File: config.mk
export PLATFORM = sky130hd
export DESIGN_NAME = line_point_stepper
export DESIGN_NICKNAME = d
export VERILOG_FILES = /design/src/design/lps_pkg.sv /design/src/design/lps_front.sv /design/src/design/lps_queue.sv /design/src/design/lps_back.sv /design/src/design/line_point_stepper.sv
export SDC_FILE = /design/constraint.sdc
export NUM_CORES = 1
export LEC_CHECK = 0
export ABC_AREA = 1
export BUFFER_PORTS_ARGS = -buffer_cell sky130_fd_sc_hd__buf_4
export CORE_ASPECT_RATIO = 1.75
export CORE_MARGIN = 8
export CORE_UTILIZATION = 36
export CTS_CLUSTER_SIZE = 40
export DETAILED_ROUTE_END_ITERATION = 12
export SYNTH_ARGS = -nofsm -noshare
export SYNTH_HDL_FRONTEND = slang
export SYNTH_SLANG_ARGS = --single-unit
File: constraint.sdc
create_clock -name clk -period 6.4 [get_ports clk]
set_input_delay 0.96 -clock clk [delete_from_list [all_inputs] [get_ports clk]]
set_output_delay 0.96 -clock clk [all_outputs]
set_load 0.03 [all_outputs]
File: src/design/lps_pkg.sv
// shared types and constants of the line point stepper
// no dependencies
package lps_pkg;

    localparam int COORD_BITS     = 16;
    localparam int DIM_BITS       = 15;
    localparam int ERR_BITS       = COORD_BITS + 1;
    localparam int CMP_BITS       = (COORD_BITS > DIM_BITS) ? COORD_BITS : DIM_BITS + 1;
    localparam int CFG_INDEX_BITS = 1;
    localparam int QUEUE_DEPTH    = 4;
    localparam int QPTR_BITS      = $clog2(QUEUE_DEPTH);

    localparam logic ACT_LOAD = 1'b0;
    localparam logic ACT_STEP = 1'b1;

    localparam logic [CFG_INDEX_BITS-1:0] CFG_IMAGE_WIDTH  = 1'b0;
    localparam logic [CFG_INDEX_BITS-1:0] CFG_IMAGE_HEIGHT = 1'b1;

    localparam logic [DIM_BITS-1:0] DIM_RESET = DIM_BITS'(1024);

    typedef struct packed {
        logic                         action;
        logic signed [COORD_BITS-1:0] start_x;
        logic signed [COORD_BITS-1:0] start_y;
        logic signed [COORD_BITS-1:0] end_x;
        logic signed [COORD_BITS-1:0] end_y;
    } cmd_t;

    typedef struct packed {
        logic signed [COORD_BITS-1:0] point_x;
        logic signed [COORD_BITS-1:0] point_y;
        logic                         inside_res;
        logic                         last_point;
    } point_t;

    typedef struct packed {
        logic                         is_load;
        logic                         major_is_y;
        logic                         minor_dec;
        logic signed [COORD_BITS-1:0] cur_x;
        logic signed [COORD_BITS-1:0] cur_y;
        logic signed [COORD_BITS-1:0] major_end;
        logic        [COORD_BITS-1:0] major_delta;
        logic        [COORD_BITS-1:0] minor_delta;
    } entry_t;

    typedef struct packed {
        logic [DIM_BITS-1:0] image_width;
        logic [DIM_BITS-1:0] image_height;
    } cfg_t;

    typedef struct packed {
        logic full;
        logic head_valid;
    } queue_status_t;

endpackage

File: src/design/lps_front.sv
// front end: accepts commands, decodes loads into start point, deltas and direction
// depends on lps_pkg
module lps_front (
    input  logic                  cmd_valid,
    output logic                  cmd_ready,
    input  lps_pkg::cmd_t         cmd,
    input  lps_pkg::queue_status_t qstat,
    output logic                  push,
    output lps_pkg::entry_t       entry
);
    import lps_pkg::*;

    logic signed [COORD_BITS:0] dx, dy, ndx, ndy;
    logic [COORD_BITS-1:0]      mag_x, mag_y, minor_mag;
    logic                       y_major, swap, minor_neg;

    assign cmd_ready = !qstat.full;
    assign push      = cmd_valid && cmd_ready;

    always_comb
    begin
        dx  = {cmd.end_x[COORD_BITS-1], cmd.end_x} - {cmd.start_x[COORD_BITS-1], cmd.start_x};
        dy  = {cmd.end_y[COORD_BITS-1], cmd.end_y} - {cmd.start_y[COORD_BITS-1], cmd.start_y};
        ndx = {cmd.start_x[COORD_BITS-1], cmd.start_x} - {cmd.end_x[COORD_BITS-1], cmd.end_x};
        ndy = {cmd.start_y[COORD_BITS-1], cmd.start_y} - {cmd.end_y[COORD_BITS-1], cmd.end_y};

        mag_x = dx[COORD_BITS] ? ndx[COORD_BITS-1:0] : dx[COORD_BITS-1:0];
        mag_y = dy[COORD_BITS] ? ndy[COORD_BITS-1:0] : dy[COORD_BITS-1:0];

        y_major   = mag_x < mag_y;
        swap      = y_major ? dy[COORD_BITS] : dx[COORD_BITS];
        minor_neg = y_major ? dx[COORD_BITS] : dy[COORD_BITS];
        minor_mag = y_major ? mag_x : mag_y;

        entry.is_load     = (cmd.action == ACT_LOAD);
        entry.major_is_y  = y_major;
        entry.minor_dec   = (minor_mag != '0) && (minor_neg ^ swap);
        entry.cur_x       = swap ? cmd.end_x : cmd.start_x;
        entry.cur_y       = swap ? cmd.end_y : cmd.start_y;
        entry.major_delta = y_major ? mag_y : mag_x;
        entry.minor_delta = minor_mag;
        if (y_major)
        begin
            entry.major_end = swap ? cmd.start_y : cmd.end_y;
        end
        else
        begin
            entry.major_end = swap ? cmd.start_x : cmd.end_x;
        end
    end

endmodule

File: src/design/lps_queue.sv
// short fifo of decoded commands between front and back
// depends on lps_pkg
module lps_queue (
    input  logic                   clk,
    input  logic                   rst_n,
    input  logic                   push,
    input  lps_pkg::entry_t        entry,
    input  logic                   pop,
    output lps_pkg::queue_status_t qstat,
    output lps_pkg::entry_t        head
);
    import lps_pkg::*;

    entry_t               slot_reg [QUEUE_DEPTH];
    logic [QPTR_BITS-1:0] wr_ptr_reg, wr_ptr_next;
    logic [QPTR_BITS-1:0] rd_ptr_reg, rd_ptr_next;
    logic [QPTR_BITS:0]   count_reg, count_next;

    assign qstat.full       = (count_reg == (QPTR_BITS+1)'(QUEUE_DEPTH));
    assign qstat.head_valid = (count_reg != '0);
    assign head             = slot_reg[rd_ptr_reg];

    always_comb
    begin
        wr_ptr_next = push ? wr_ptr_reg + 1'b1 : wr_ptr_reg;
        rd_ptr_next = pop ? rd_ptr_reg + 1'b1 : rd_ptr_reg;
        count_next  = count_reg;
        priority if (push && !pop)
        begin
            count_next = count_reg + 1'b1;
        end
        else if (pop && !push)
        begin
            count_next = count_reg - 1'b1;
        end
        else
        begin
            count_next = count_reg;
        end
    end

    always_ff @(posedge clk or negedge rst_n)
    begin
        if (!rst_n)
        begin
            wr_ptr_reg <= '0;
            rd_ptr_reg <= '0;
            count_reg  <= '0;
        end
        else
        begin
            wr_ptr_reg <= wr_ptr_next;
            rd_ptr_reg <= rd_ptr_next;
            count_reg  <= count_next;
        end
    end

    always_ff @(posedge clk)
    begin
        if (push)
        begin
            slot_reg[wr_ptr_reg] <= entry;
        end
    end

endmodule

File: src/design/lps_back.sv
// back end: line state, one point per step transaction while a line is drawn, output register
// depends on lps_pkg
module lps_back (
    input  logic                   clk,
    input  logic                   rst_n,
    input  lps_pkg::queue_status_t qstat,
    input  lps_pkg::entry_t        head,
    output logic                   pop,
    input  lps_pkg::cfg_t          cfg,
    output logic                   pt_valid,
    input  logic                   pt_ready,
    output lps_pkg::point_t        pt
);
    import lps_pkg::*;

    logic                         drawing_reg, drawing_next;
    logic                         major_is_y_reg, major_is_y_next;
    logic                         minor_dec_reg, minor_dec_next;
    logic signed [COORD_BITS-1:0] cur_x_reg, cur_x_next;
    logic signed [COORD_BITS-1:0] cur_y_reg, cur_y_next;
    logic signed [COORD_BITS-1:0] major_end_reg, major_end_next;
    logic        [COORD_BITS-1:0] major_delta_reg, major_delta_next;
    logic        [COORD_BITS-1:0] minor_delta_reg, minor_delta_next;
    logic        [ERR_BITS-1:0]   err_reg, err_next;
    logic                         out_valid_reg, out_valid_next;
    point_t                       out_reg, out_next;

    logic                         slot_free, emit, last, move, in_image;
    logic signed [COORD_BITS-1:0] majc, minor_step;
    logic        [ERR_BITS-1:0]   err_sum;

    assign slot_free = !out_valid_reg || pt_ready;
    assign emit      = qstat.head_valid && !head.is_load && drawing_reg && slot_free;
    assign pop       = qstat.head_valid && (head.is_load || !drawing_reg || slot_free);
    assign pt_valid  = out_valid_reg;
    assign pt        = out_reg;

    always_comb
    begin
        majc       = major_is_y_reg ? cur_y_reg : cur_x_reg;
        last       = majc >= major_end_reg;
        in_image   = !cur_x_reg[COORD_BITS-1] && !cur_y_reg[COORD_BITS-1]
                  && (CMP_BITS'($unsigned(cur_x_reg)) < CMP_BITS'(cfg.image_width))
                  && (CMP_BITS'($unsigned(cur_y_reg)) < CMP_BITS'(cfg.image_height));
        err_sum    = err_reg + ERR_BITS'(minor_delta_reg);
        move       = err_sum >= ERR_BITS'(major_delta_reg);
        minor_step = minor_dec_reg ? '1 : COORD_BITS'(1);
    end

    always_comb
    begin
        drawing_next     = drawing_reg;
        major_is_y_next  = major_is_y_reg;
        minor_dec_next   = minor_dec_reg;
        cur_x_next       = cur_x_reg;
        cur_y_next       = cur_y_reg;
        major_end_next   = major_end_reg;
        major_delta_next = major_delta_reg;
        minor_delta_next = minor_delta_reg;
        err_next         = err_reg;
        out_valid_next   = pt_ready ? 1'b0 : out_valid_reg;
        out_next         = out_reg;

        priority if (pop && head.is_load)
        begin
            drawing_next     = 1'b1;
            major_is_y_next  = head.major_is_y;
            minor_dec_next   = head.minor_dec;
            cur_x_next       = head.cur_x;
            cur_y_next       = head.cur_y;
            major_end_next   = head.major_end;
            major_delta_next = head.major_delta;
            minor_delta_next = head.minor_delta;
            err_next         = '0;
        end
        else if (emit)
        begin
            out_valid_next      = 1'b1;
            out_next.point_x    = cur_x_reg;
            out_next.point_y    = cur_y_reg;
            out_next.inside_res = in_image;
            out_next.last_point = last;
            if (last)
            begin
                drawing_next = 1'b0;
            end
            else
            begin
                err_next = move ? err_sum - ERR_BITS'(major_delta_reg) : err_sum;
                if (major_is_y_reg)
                begin
                    cur_y_next = cur_y_reg + COORD_BITS'(1);
                    if (move)
                    begin
                        cur_x_next = cur_x_reg + minor_step;
                    end
                end
                else
                begin
                    cur_x_next = cur_x_reg + COORD_BITS'(1);
                    if (move)
                    begin
                        cur_y_next = cur_y_reg + minor_step;
                    end
                end
            end
        end
        else
        begin
            out_next = out_reg;
        end
    end

    always_ff @(posedge clk or negedge rst_n)
    begin
        if (!rst_n)
        begin
            drawing_reg     <= 1'b0;
            major_is_y_reg  <= 1'b0;
            minor_dec_reg   <= 1'b0;
            cur_x_reg       <= '0;
            cur_y_reg       <= '0;
            major_end_reg   <= '0;
            major_delta_reg <= '0;
            minor_delta_reg <= '0;
            err_reg         <= '0;
            out_valid_reg   <= 1'b0;
        end
        else
        begin
            drawing_reg     <= drawing_next;
            major_is_y_reg  <= major_is_y_next;
            minor_dec_reg   <= minor_dec_next;
            cur_x_reg       <= cur_x_next;
            cur_y_reg       <= cur_y_next;
            major_end_reg   <= major_end_next;
            major_delta_reg <= major_delta_next;
            minor_delta_reg <= minor_delta_next;
            err_reg         <= err_next;
            out_valid_reg   <= out_valid_next;
        end
    end

    always_ff @(posedge clk)
    begin
        out_reg <= out_next;
    end

endmodule

File: src/design/line_point_stepper.sv
// top level of the line point stepper: configuration registers and wiring
// depends on lps_pkg, lps_front, lps_queue, lps_back
//
//  channel   signals                          direction  carries
//  command   cmd_valid / cmd_ready / cmd      in         load or step transaction
//  point     pt_valid / pt_ready / pt         out        one line point per step while drawing
//  config    cfg_wr_en / cfg_index / cfg_wdata in        image width and height
//
// one command per cycle while the queue is not full; a step's point is registered in turn by
// the queue write at acceptance, then the back end's state and output register
// a load reloads the back end's line state and gives no point
// a stalled point channel fills the four-entry queue, then cmd_ready drops
// reset clears queue, line state and output valid; image size returns to 1024 x 1024
module line_point_stepper (
    input  logic                                clk,
    input  logic                                rst_n,
    input  logic                                cmd_valid,
    output logic                                cmd_ready,
    input  lps_pkg::cmd_t                       cmd,
    output logic                                pt_valid,
    input  logic                                pt_ready,
    output lps_pkg::point_t                     pt,
    input  logic                                cfg_wr_en,
    input  logic [lps_pkg::CFG_INDEX_BITS-1:0]  cfg_index,
    input  logic [lps_pkg::DIM_BITS-1:0]        cfg_wdata
);
    import lps_pkg::*;

    cfg_t          cfg_reg, cfg_next;
    queue_status_t qstat;
    entry_t        push_entry, head;
    logic          push, pop;

    always_comb
    begin
        cfg_next = cfg_reg;
        if (cfg_wr_en)
        begin
            unique case (cfg_index)
                CFG_IMAGE_WIDTH:  cfg_next.image_width  = cfg_wdata;
                CFG_IMAGE_HEIGHT: cfg_next.image_height = cfg_wdata;
                default:          cfg_next = cfg_reg;
            endcase
        end
    end

    always_ff @(posedge clk or negedge rst_n)
    begin
        if (!rst_n)
        begin
            cfg_reg.image_width  <= DIM_RESET;
            cfg_reg.image_height <= DIM_RESET;
        end
        else
        begin
            cfg_reg <= cfg_next;
        end
    end

    lps_front u_front (
        .cmd_valid (cmd_valid),
        .cmd_ready (cmd_ready),
        .cmd       (cmd),
        .qstat     (qstat),
        .push      (push),
        .entry     (push_entry)
    );

    lps_queue u_queue (
        .clk   (clk),
        .rst_n (rst_n),
        .push  (push),
        .entry (push_entry),
        .pop   (pop),
        .qstat (qstat),
        .head  (head)
    );

    lps_back u_back (
        .clk      (clk),
        .rst_n    (rst_n),
        .qstat    (qstat),
        .head     (head),
        .pop      (pop),
        .cfg      (cfg_reg),
        .pt_valid (pt_valid),
        .pt_ready (pt_ready),
        .pt       (pt)
    );

endmodule

==> reports/summary.md <==
The average cell area after synthesis is 8.64 um^2. The tree is rooted in a sky130_fd_sc_hd__clkbuf_16. The clock arrives with 0.0274 ns of skew.

The CTS clock-pin slew for the worst setup and hold paths was 0.07 ns; the max capacitance violation total was 0. The later pin in the worst-skew pair is clocked with a latency of 0.58 ns. For the finished layout, the period the worst path requires is 5.40 ns.

The run gives 0 as the total grt overflow. The layout cell share with drive strength beyond 1 is 8.58%. The tools report the number of diodes as 0. Across all layers, the routed design uses 23,284 vias. The cts-stage hold buffer count is 0, and the slew at the pin with the worst max-slew slack is 1.04 ns. The clock tree synthesis step divided the H-tree into 2 levels. The run finished with clean final reports. After detailed placement, the total cell area comes to 31,300 um^2. The y dimension of the die is 393 um, and the post-route fraction of the period consumed by the critical path is 84.4%. The logs give 122 for the boundary pin count and 0.314 mV for the largest voltage drop on the vdd net.

The tools report the total nets after synthesis as 3,671. Setup slack at placement: 0.532 ns. The maximum number of pins on one net before global-route repair is 95. The initial antenna violation count is 0.

The die covers 91,100 um^2. The number of port buffers was 121; the detailed-routing iteration count for the pre-antenna-repair pass was 7. The longest clock path from root to sink contains 3 buffers.

The run gives 36.3% as the initial core utilization. The total CTS buffers is 44, and the setup total negative slack is 0 ns. Row generation in the floorplan step produced 138 rows. For the sink count of the clock tree, the log shows 504.

The count of flip-flops with a built-in enable after synthesis was 366; the final routed wirelength across all metal layers was 87,800 um. After synthesis the netlist holds a flip-flop and latch count of 504. The netlist uses 55 different library cells. The library cells used most frequently in the layout, excluding fill and tap cells, are 908 x sky130_fd_sc_hd__nand2_1, 380 x sky130_fd_sc_hd__inv_1, 366 x sky130_fd_sc_hd__edfxtp_1, 323 x sky130_fd_sc_hd__o21ai_0, 227 x sky130_fd_sc_hd__nor2_1.

The register with the most flip-flops in the layout has 332 of them. The via count of the first global-routing pass came out at 23,399. After clock tree synthesis, the setup repair step added 0 buffers.

Sequential elements use 49.3% of the synthesized area. In the post-route analysis, the smallest setup slack over all paths is 0.998 ns. The commonest non-fill, non-tap cell in the layout is sky130_fd_sc_hd__nand2_1. In this run the worst path has a maximum fanout of 22.

The core region is 80,800 um^2. Setup repair after global routing left no endpoint under its margin. Synthesis handed over a netlist of 3,390 instances. Peak clock frequency supported by timing: 0.185 GHz.

Non-filler instance count after layout: 4,546. By startpoint and endpoint, the worst setup path is classified as input port to register. Cells fill 40.6% of the core in the end.

The first routing iteration left 1,303 violations. The area added between synthesis and finish works out to 11.9%. The final antenna-violating net count was 0. The worst pin sits at a relative slew slack of 30.5%. The most used flip-flop cell after synthesis is sky130_fd_sc_hd__edfxtp_1. For this design the ratio of total power to cell area is 555 nW/um^2. For the worst setup path, the data arrival time is 5.76 ns. In this run the static leakage power is 14.7 nW. The required arrival time at the worst endpoint was 6.76 ns. Count of final hold-check violations: 0. The remaining design rule violation count was 0; the post-cts gate resize count was 0. The Yosys step of the flow raised 0 warnings. After routing the design area is 32,800 um^2.

From left edge to right edge, the die measures 232 um. In this run, placement finished with an instance count of 4,467. Global routing used 18.9% of the available tracks across all layers. The placed wire-length estimate after detailed placement came out at 65,900 um.

The per-cell routed wire length is 19.3 um. The first global-routing pass estimated 135,000 um of wire. Async set-reset flop share out of synthesis: 27.4%. The path class of the lowest-slack min-delay path was input port to async pin.

TritonCTS built the clock tree. The final-report max-slew violation count is 0, and the average vias per placed instance is 5.12. The nature of the critical path endpoint is a register. STA classifies the critical path startpoint as an input port. In the final design database the tool counted 3,744 nets. The mapped netlist covers 29,300 um^2. Setup violations remaining at the end of the flow were counted as 0. At the end of routability-driven placement, the weighted congestion stood at 0.978.
## layer usage
| metal | wire length (um) | GRT usage (%) | share of wire, % |
|---|---|---|---|
| met4 | 5730 | 11.0 | 6.5 |
| met5 | 0 | 0 | 0 |
| met1 | 34000 | 21.2 | 39 |
| met2 | 44300 | 34.2 | 50 |
| met3 | 3820 | 2.14 | 4.3 |
## power by group
group | switching [W] | internal (W) | total, W
registers | 0.000617 | 0.00511 | 0.00572
clock network | 0.00123 | 0.00159 | 0.00282
logic | 0.00660 | 0.00306 | 0.00966
total | 0.00845 | 0.00975 | 0.0182
## cell usage after synthesis, types with 23 or more instances
cell type                  instances  share of area, %
sky130_fd_sc_hd__nand4_1          23              0.49
sky130_fd_sc_hd__inv_1           381               4.9
sky130_fd_sc_hd__dfrtp_1         136                12
sky130_fd_sc_hd__xor2_1           61               1.8
sky130_fd_sc_hd__ha_1            186               7.9
sky130_fd_sc_hd__nand3_1         170               2.9
sky130_fd_sc_hd__a21oi_1         176               3.0
sky130_fd_sc_hd__edfxtp_1        366                38
sky130_fd_sc_hd__nor2_1          231               3.0
sky130_fd_sc_hd__o21ai_1          39              0.67
sky130_fd_sc_hd__nand2_2          26              0.56
sky130_fd_sc_hd__o21ai_0         323               5.5
sky130_fd_sc_hd__clkbuf_1         74              0.95
sky130_fd_sc_hd__nand2_1         909                12
sky130_fd_sc_hd__buf_2            40              0.68
sky130_fd_sc_hd__o22ai_1          65               1.4
## cell families (layout without fill, tap and decap cells)
family,after synthesis,after routing,synth area share (%)
simple gates,1407,1407,19.8
flops,504,504,49.3
xor+xnor,80,80,2.42
compound gates,680,680,12.7
fa+ha+maj,195,195,8.56
buf+inv,524,630,7.16
## worst paths after layout
kind,from,end,slack (ns),cells past startpoint
max,cmd[0],u_queue.slot_reg[1][80],1.0,26
min,rst_n,u_back.cur_x_reg[4],0.38,1
max reg2reg,u_back.minor_delta_reg[0],u_back.err_reg[12],1.70,20
min reg2reg,cfg_reg[9],cfg_reg[9],0.49,2
max in group asynchronous,rst_n,u_back.err_reg[1],4.91,2
min in group clk,cfg_reg[9],cfg_reg[9],0.49,2
## metrics by stage
stage / total power (W) / hold slack (ns)
6_report: 0.0182 / 0.381
5_1_grt: 0.0197 / 0.433
4_1_cts: 0.0183 / 0.387
3_5_place_dp: 0.0155 / 0.473
3_3_place_gp: 0.0153 / 0.466
2_1_floorplan: 0.0127 / 0.448
## critical path, stage by stage
cell                      delay (ns)
sky130_fd_sc_hd__buf_4          0.12
sky130_fd_sc_hd__inv_1          0.22
sky130_fd_sc_hd__ha_1           0.24
sky130_fd_sc_hd__inv_1          0.08
sky130_fd_sc_hd__fa_1           0.45
sky130_fd_sc_hd__nand3_1        0.10
sky130_fd_sc_hd__nand3_1        0.12
sky130_fd_sc_hd__nand2_1        0.10
sky130_fd_sc_hd__nand2_2        0.07
sky130_fd_sc_hd__nand2_1        0.08
sky130_fd_sc_hd__nand3_1        0.12
sky130_fd_sc_hd__nand2_2        0.33
sky130_fd_sc_hd__inv_2          0.16
sky130_fd_sc_hd__nand2_1        0.13
sky130_fd_sc_hd__nand2_1        0.11
sky130_fd_sc_hd__ha_1           0.30
sky130_fd_sc_hd__a21oi_1        0.13
sky130_fd_sc_hd__or2_2          0.13
sky130_fd_sc_hd__nand3_1        0.14
sky130_fd_sc_hd__a21oi_4        0.55
sky130_fd_sc_hd__nand3_1        0.40
sky130_fd_sc_hd__nand2_1        0.29
sky130_fd_sc_hd__nor2_1         0.06
sky130_fd_sc_hd__nand2_1        0.06
sky130_fd_sc_hd__nor2_1         0.04
sky130_fd_sc_hd__a21oi_1        0.25
## final cells by class
class / instances / area, um^2
Tap cell: 1050 / 1310
Multi-Input combinational cell: 2362 / 12800
Clock inverter: 30 / 379
Clock buffer: 49 / 1140
Sequential cell: 504 / 14500
Timing Repair Buffer: 160 / 1220
Inverter: 391 / 1470
Fill cell: 8116 / 48000
Power figures use the tool's default switching activity.
